`src/hdl/shn_pkg.sv`:
```
// shared types, constants and round functions for the siphash node generator
package shn_pkg;

    localparam int unsigned WORD_W  = 64;
    localparam int unsigned NONCE_W = 32;
    localparam int unsigned NODE_W  = 32;
    localparam int unsigned CFG_IDX_W = 3;
    localparam int unsigned NUM_ROUNDS = 6;
    localparam int unsigned MIX_AFTER  = 2;

    localparam logic [NODE_W-1:0] MASK_RESET = 32'h1FFF_FFFF;
    localparam logic [WORD_W-1:0] FINAL_XOR  = 64'h0000_0000_0000_00FF;

    // configuration register indexes
    typedef enum logic [CFG_IDX_W-1:0] {
        CFG_KEY0 = 3'd0,
        CFG_KEY1 = 3'd1,
        CFG_KEY2 = 3'd2,
        CFG_KEY3 = 3'd3,
        CFG_MASK = 3'd4
    } t_cfg_index;

    // hash state plus what travels alongside it
    typedef struct packed {
        logic [WORD_W-1:0]  a;
        logic [WORD_W-1:0]  b;
        logic [WORD_W-1:0]  c;
        logic [WORD_W-1:0]  d;
        logic [NONCE_W-1:0] w;
        logic               side;
    } t_sip_state;

    function automatic logic [WORD_W-1:0] rotl64(input logic [WORD_W-1:0] x,
                                                 input int unsigned sh);
        rotl64 = (x << sh) | (x >> (WORD_W - sh));
    endfunction

    // first half of a sipround
    function automatic t_sip_state half_round_lo(input t_sip_state s);
        t_sip_state r;
        r   = s;
        r.a = s.a + s.b;
        r.c = s.c + s.d;
        r.b = rotl64(s.b, 13) ^ r.a;
        r.d = rotl64(s.d, 16) ^ r.c;
        r.a = rotl64(r.a, 32);
        return r;
    endfunction

    // second half of a sipround
    function automatic t_sip_state half_round_hi(input t_sip_state s);
        t_sip_state r;
        r   = s;
        r.c = s.c + s.b;
        r.a = s.a + s.d;
        r.b = rotl64(s.b, 17) ^ r.c;
        r.d = rotl64(s.d, 21) ^ r.a;
        r.c = rotl64(r.c, 32);
        return r;
    endfunction

endpackage

```
`src/hdl/shn_round.sv`:
```
// one sipround split over two pipeline stages with per-stage flow control
module shn_round (
    input  logic                i_clk,
    input  logic                i_rst_n,
    input  logic                i_valid,
    output logic                o_stall,
    input  shn_pkg::t_sip_state i_state,
    output logic                o_valid,
    input  logic                i_stall,
    output shn_pkg::t_sip_state o_state
);
    import shn_pkg::*;

    logic       r_a_valid, r_b_valid;
    t_sip_state r_a_state, r_b_state;
    logic       a_ready, b_ready;

    // a stage moves when it is empty or its successor takes its transaction
    assign b_ready = !r_b_valid || !i_stall;
    assign a_ready = !r_a_valid || b_ready;
    assign o_stall = !a_ready;

    // first half round
    always_ff @(posedge i_clk) begin
        if (!i_rst_n) begin
            r_a_valid <= 1'b0;
        end else if (a_ready) begin
            r_a_valid <= i_valid;
        end
        if (a_ready && i_valid) begin
            r_a_state <= half_round_lo(i_state);
        end
    end

    // second half round
    always_ff @(posedge i_clk) begin
        if (!i_rst_n) begin
            r_b_valid <= 1'b0;
        end else if (b_ready) begin
            r_b_valid <= r_a_valid;
        end
        if (b_ready && r_a_valid) begin
            r_b_state <= half_round_hi(r_a_state);
        end
    end

    assign o_valid = r_b_valid;
    assign o_state = r_b_state;

`ifndef SYNTH
    // back pressure only when both stages hold work
    a_stall_full: assert property (@(posedge i_clk) disable iff (!i_rst_n)
        o_stall |-> (r_a_valid && r_b_valid))
        else $error("round stalls upstream with an empty stage");

    // a held result keeps its data
    a_hold_state: assert property (@(posedge i_clk) disable iff (!i_rst_n)
        (r_b_valid && i_stall) |=> (r_b_valid && $stable(r_b_state)))
        else $error("stalled round output changed");

    // a transaction in the first stage is never dropped on a stall
    a_keep_first: assert property (@(posedge i_clk) disable iff (!i_rst_n)
        (r_a_valid && !b_ready) |=> (r_a_valid && $stable(r_a_state)))
        else $error("first half-round stage lost its transaction");
`endif

endmodule

```
`config.mk`:
```
export PLATFORM = sky130hd
export DESIGN_NAME = shn_round
export DESIGN_NICKNAME = d
export VERILOG_FILES = /design/src/hdl/shn_pkg.sv /design/src/hdl/shn_round.sv
export SDC_FILE = /design/constraint.sdc
export NUM_CORES = 1
export LEC_CHECK = 0
export ABC_AREA = 1
export BUFFER_PORTS_ARGS = -buffer_cell sky130_fd_sc_hd__buf_2
export CAP_MARGIN = 10
export CELL_PAD_IN_SITES_DETAIL_PLACEMENT = 1
export CELL_PAD_IN_SITES_GLOBAL_PLACEMENT = 1
export CORE_MARGIN = 10
export CORE_UTILIZATION = 35
export DETAILED_ROUTE_END_ITERATION = 10
export GPL_ROUTABILITY_DRIVEN = 0
export PLACE_DENSITY_LB_ADDON = 0.1
export SLEW_MARGIN = 20
export SYNTH_ARGS = -nofsm -noshare
export SYNTH_HDL_FRONTEND = slang
export SYNTH_SLANG_ARGS = --single-unit
```
`constraint.sdc`:
```
create_clock -name i_clk -period 45.2 [get_ports i_clk]
set_input_delay 4.52 -clock i_clk [delete_from_list [all_inputs] [get_ports i_clk]]
set_output_delay 4.52 -clock i_clk [all_outputs]
set_load 0.01 [all_outputs]
```
==> qor.yml, run 1 <==
worst-endpoint-arrival_ns: 5.02
wl_met2_mm: 97.3
crit_path_max_incr_delay_ns: 0.16
post_cts_resized: 0
die_h_um: 382
setup_violations: 0
synth.area.top_cells: "edfxtp_1 (38%), nand2_1 (23%), inv_1 (12%)"
fin_cells: 9082
max_freq_ghz: 0.105
cts_htree_levels: 3
drc_errors: 0
ir_drop_mv: 0.0322
maxSlewViolCount: 0
grt_remaining_overflow: 0
postRouteAntennaNets: 0
io_pins: 584
cp_cell_sequence: "buf_2 > nand2_1 > nor2_1 > buf_2"
wl_met3_mm: 17.3
critPathKind: "in2out"
finClkSkew_ns: 0.0189
hold_violations: 0
crit_top_cell: "buf_2"
m1WireLength_mm: 99.6
status: "finished, final reports clean"
path_delay_family: "buffers and inverters"
grt_pass1_vias: 44396
nets: 7828
first_pass_iters: 6
synth_top_area_share_pct: 37.8
antenna_found_initial: 28
fin_util_pct: 41.1
drv_cap: 0
synth_top_area_cell: "edfxtp_1"
synth_fp_nets: 7171
power.density_nw_per_um2: 44.3
cts-root-buf: "clkbuf_16"
io_buffers: 583
wl_per_cell_um: 24.8
dpl.cell_count: 8949
ys_types: 29
cp_max_fo: 2
worst_path_max_delay_cell: "buf_2"
post-dp-hpwl_mm: 201
maxSlewHeadroom_pct: 27.6
p_leak_uw: 0.0296
hold_buffers: 0
drtIter0Drc: 3592
rsz0062_at_grt: "false"
clock-sinks: 580
via_count: 44715
critical_path_required_ns: 40.68
insertion_delay_ns: 0.68
hp-class: "reg2reg"
fin_crit_sh_pct: 21.1
clockBufferDepth: 3
fin_tns_setup_ns: 0
num_rows: 132
synth_seq_cells: 580
async_reset_ff_share_pct: 0
die_w_um: 382
area_growth_pct: 16.2
grt_usage_pct: 29.8
start_util_pct: 35.3
critPathCaptureType: "primary output"
yosys_warnings: 0
syn_inst: 6622
routed.top_layer: "met5"
post_cts_buffers: 0
cts_tree: "done"
fin_crit_ns: 9.54
grt_max_degree: 140
syn-cell-area_um2: 45900
routed_wl_mm: 225
seq_area_frac_synth_pct: 37.9
critPathBufInv: 2
postSynthAreaPerCell_um2: 6.94
max_slew.worst_pin.slew_ns: 1.08
die_area_um2: 146000
routed_via_density: 4.92
synth_edf_count: 578
drive_above_1_share_pct: 11.5
numCtsBuffers: 70
start_kind: "input pin"
clk_pin_slew_ns: 0.06
grt_pass1_wl_mm: 313
synth_ff_type: "edfxtp_1"
core_um2: 130000
final cells by class:
| type | count | area, µm² |
|---|---|---|
| well taps | 1742 | 2180 |
| fillers | 16874 | 76600 |
| clock inverters | 48 | 502 |
| flip-flops and latches | 580 | 17400 |
| clock buffers | 77 | 1780 |
| multi-input cells | 4538 | 22900 |
| diodes | 8 | 20.0 |
| inverters | 1500 | 5640 |
| repair buffers | 589 | 2980 |
final timing paths:
path	slack (ns)	cells past startpoint	from	end
max reg2reg	41.40	5	r_a_valid$_SDFFE_PN0N_	o_state[33]$_DFFE_PP_
min reg2reg	0.42	0	r_a_state[3]$_DFFE_PP_	o_state[3]$_DFFE_PP_
max	35.66	4	i_stall	o_stall
min	0.42	0	r_a_state[3]$_DFFE_PP_	o_state[3]$_DFFE_PP_
worst register-to-register path, cell delays in order (launching register included):
cell and delay, ns:
dfxtp_1 0.31, inv_1 0.08, a21oi_4 0.56, buf_4 0.71
buf_12 0.58, buf_4 1.09
Yosys cell counts (14+ instances only):
master and count:
nand2_1 2819, inv_1 1489, edfxtp_1 578, nor2_1 415, nand3_1 390, ha_1 252, xor2_1 191, a21oi_1 155
nand3b_1 44, xor2_2 41, nor3_1 40, xnor2_1 28, xor3_1 28, nand2_2 27, nand3_2 26, nor3_2 20
nor2_2 14
logic make-up (layout without fill, tap and decap cells):
group           after synthesis  in the layout  synth area share [%]
flops                       580            580                  37.9
buf+inv                    1504           2214                  12.3
other cells                   0              8                     0
simple gates               3823           3823                  33.8
fa+ha+maj                   256            256                  7.04
compound gates              171            171                  1.91
xor+xnor                    288            288                  7.08
per-stage QoR:
stage | hold slack [ns] | cell area, µm² | total power [µW] | worst slack [ns]
2_1_floorplan | 0.400 | 45900 | 1360 | 25.79
3_3_place_gp | 0.400 | 51100 | 1780 | 35.66
3_5_place_dp | 0.405 | 51100 | 1800 | 35.66
4_1_cts | 0.415 | 53400 | 2370 | 35.66
5_1_grt | 0.425 | 53400 | 2490 | 35.62
6_report | 0.420 | 53400 | 2360 | 35.66
power breakdown:
group          internal (µW)  leakage [µW]  switching, µW
clock network            313       0.00110            248
registers                728       0.00556           81.0
logic                    289        0.0230            703
sequential cells by signal (all words and copies together) (netlist names):
name       count
r_a_state    289
r_a_valid      1
o_valid        1
o_state      289
metal layers:
layer  GRT usage (%)  vias up
li1                -    21434
met1            40.4    21459
met2            46.5     1516
met3            5.30      296
met4            12.3       10
met5               0        -
layout by cell type, fill, tap and decap left out, types with 7 or more instances in the layout:
cell,synthesis,layout
nand2_1,2819,2819
o21ai_0,8,8
ha_1,252,252
nand3_2,26,26
nand3_1,390,390
xor3_1,28,28
nor3_1,40,40
diode_2,0,8
clkbuf_1,4,7
nor2_1,415,415
clkinv_2,0,11
xnor2_1,28,28
nor2_2,14,14
nand3b_1,44,44
or2_2,8,8
a21oi_1,155,154
nand4_1,8,8
xor2_2,41,41
nor3_2,20,20
clkinv_1,8,18
inv_1,1489,1488
nand2_2,27,27
edfxtp_1,578,578
clkbuf_16,0,70
buf_2,0,583
o21bai_1,8,8
xor2_1,191,191
Note: power is estimated with default switching activity, not from simulation.
==> inputs of run 2 (changes only) <==
==> constraint.sdc (replaced) <==
create_clock -name i_clk -period 8.78 [get_ports i_clk]
set_input_delay 0.878 -clock i_clk [delete_from_list [all_inputs] [get_ports i_clk]]
set_output_delay 0.878 -clock i_clk [all_outputs]
set_load 0.01 [all_outputs]
==> run 2 against run 1 <==
Worst setup slack lost 30 ns. Core utilization increased by 0.16 points. Worst hold slack got worse by 0.054 ns. Clock power increased to 5.7 times the previous value. Count of clock-buffer cells in the layout grew 12. Critical path depth grew 5. Final cell count barely moved. Register-to-register slack got worse by 36 ns. First-iteration DRC count increased by 9.1%. Combinational power rose to 5.2 times the previous value. Total power rose to 5.3 times the previous value. Critical path type is now reg2reg. Highest routed layer unchanged.
==> qor.yml, run 2 (synthesis results as in run 1) <==
status: "finished, final reports clean"
fin_area_um2: 53600  # +0.40%
die_h_um: 382  # unchanged
hold_violations: 0  # unchanged
numCtsBuffers: 74  # +5.7%
finalPower_uw: 12500  # +430%
rsz0062_at_grt: "false"
first_pass_iters: 6  # unchanged
postRouteAntennaNets: 0  # unchanged
num_rows: 132  # unchanged
cp_cell_sequence: "ha_1 > nand2_1 > nor2_1 > nand3_1 > nand3_2 > nand2_1 > nand2_1 > xor2_1 > xor2_1"
start_util_pct: 35.3  # unchanged
antenna_found_initial: 35  # +25%
cts_tree: "done"
drv_cap: 0  # unchanged
final_common_cell: "nand2_1"
whs_ns: 0.366  # -0.0535 ns
clockPowerShare_pct: 25.5  # +1.7 points
wl_per_cell_um: 25.5  # +2.8%
ir_drop_mv: 0.129  # +300%
grt_usage_pct: 30.6  # +0.86 points
p_int_uw: 7080  # +430%
layout_common_cells: "nand2_1 (2819), inv_1 (1488), buf_2 (583), edfxtp_1 (578), nor2_1 (415)"
worst-endpoint-arrival_ns: 3.95  # -1.07 ns
fin_util_pct: 41.2  # +0.16 points
drc_errors: 0  # unchanged
fin_crit_sh_pct: 41.0
grt_pass1_vias: 44618  # +0.50%
power.density_nw_per_um2: 234  # +430%
cp_max_fo: 4  # +2
grt_pass1_wl_mm: 322  # +2.7%
crit_top_cell: "nand2_1"
area_growth_pct: 16.7
via_count: 45190  # +1.1%
die_area_um2: 146000  # unchanged
fin_crit_ns: 3.60
post_cts_buffers: 0  # unchanged
grt_remaining_overflow: 0  # unchanged
max_freq_ghz: 0.278
fin_tns_setup_ns: 0  # unchanged
crit_path_max_incr_delay_ns: 0.84  # +0.68 ns
grt_max_degree: 136  # -2.9%
critPathCaptureType: "register"
reg2reg_slack_ns: 5.18  # -36.22 ns
worst_path_max_delay_cell: "xor2_1"
cts_htree_levels: 3  # unchanged
post_cts_resized: 0  # unchanged
finClkSkew_ns: 0.0552  # +0.0363 ns
io_buffers: 583  # unchanged
clockBufferDepth: 3  # unchanged
dpl_cell_area_um2: 51100  # about the same
nets: 7831  # +0.038%
insertion_delay_ns: 0.72  # +0.04 ns
setup_violations: 0  # unchanged
switching_share_pct: 43.5  # -0.13 points
cts-root-buf: "clkbuf_16"
nFillCells: 16874  # unchanged
max_slew.worst_pin.slew_ns: 1.23  # +0.154 ns
routed_wl_mm: 232  # +2.9%
critPathKind: "reg2reg"
hold_buffers: 0  # unchanged
p_leak_uw: 0.0297  # +0.32%
regArea_um2: 17400  # unchanged
drtIter0Drc: 3920  # +9.1%
maxSlewHeadroom_pct: 17.5  # -10 points
post-dp-hpwl_mm: 204  # +1.8%
critical_path_required_ns: 9.12  # -31.56 ns
die_w_um: 382  # unchanged
routed_via_density: 4.97  # +0.97%
multi_input_area_um2: 22900  # unchanged
drive_above_1_share_pct: 11.5  # about the same
pwr-share-comb_pct: 41.1  # -0.9 points
p_sw_uw: 5460  # +430%
clk_pin_slew_ns: 0.06  # about the same
core_um2: 130000  # unchanged
maxSlewViolCount: 0  # unchanged
clock-sinks: 580  # unchanged
io_pins: 584  # unchanged
power_frac_seq_pct: 33.4  # -0.9 points
hp-class: "in2reg"
start_kind: "register"
## run 2: metal layers
| layer | share of wire [%] | global-route usage [%] | vias to the layer above |
|---|---|---|---|
| met5 | 0.061 | 0 | - |
| met4 | 4.7 | 12.7 | 22 |
| met3 | 7.7 | 5.37 | 323 |
| met2 | 44 | 48.1 | 1616 |
| met1 | 44 | 41.3 | 21779 |
| li1 | - | - | 21450 |
## run 2: per-stage QoR
stage | worst slack (ns) | std cells
final | 5.18 | 9090
after floorplan | 1.42 | 6622
after CTS | 5.36 | 9086
after detailed placement | 5.05 | 8948
after global routing | 5.32 | 9086
after global placement | 5.04 | 8948
## run 2: area by class of cell
type | count | share of cell area (%)
clock inverter | 49 | 1.08
sequential | 580 | 32.5
tap | 1742 | 4.07
antenna | 4 | 0.0187
clock buffer | 89 | 3.56
multi-input combinational | 4538 | 42.7
inverter | 1500 | 10.5
timing repair buffer | 588 | 5.58
## run 2: power groups by stage
| stage | Sequential, µW | Clock [µW] | Combinational (µW) |
|---|---|---|---|
| after global placement | 4220 | 0 | 4980 |
| after global routing | 4180 | 3370 | 5600 |
| after detailed placement | 4230 | 0 | 5080 |
| after floorplan | 4060 | 0 | 2890 |
| after CTS | 4180 | 3270 | 5100 |
| final | 4190 | 3200 | 5150 |
## run 2: final timing paths
kind                           startpoint                      to  cells after the start
setup / recovery  r_a_state[42]$_DFFE_PP_   o_state[51]$_DFFE_PP_                      9
hold / removal                 i_state[5]  r_a_state[5]$_DFFE_PP_                      1
setup reg to reg  r_a_state[42]$_DFFE_PP_   o_state[51]$_DFFE_PP_                      9
hold reg to reg   r_a_state[18]$_DFFE_PP_   o_state[18]$_DFFE_PP_                      0
## run 2: worst max-delay path: cells and delay by family (launching register included)
family                   cells  cell delay, ns
XOR/XNOR                     2            1.14
AND/OR/NAND/NOR              6            0.95
flip-flops                   1            0.61
adder cells (fa/ha/maj)      1            0.55
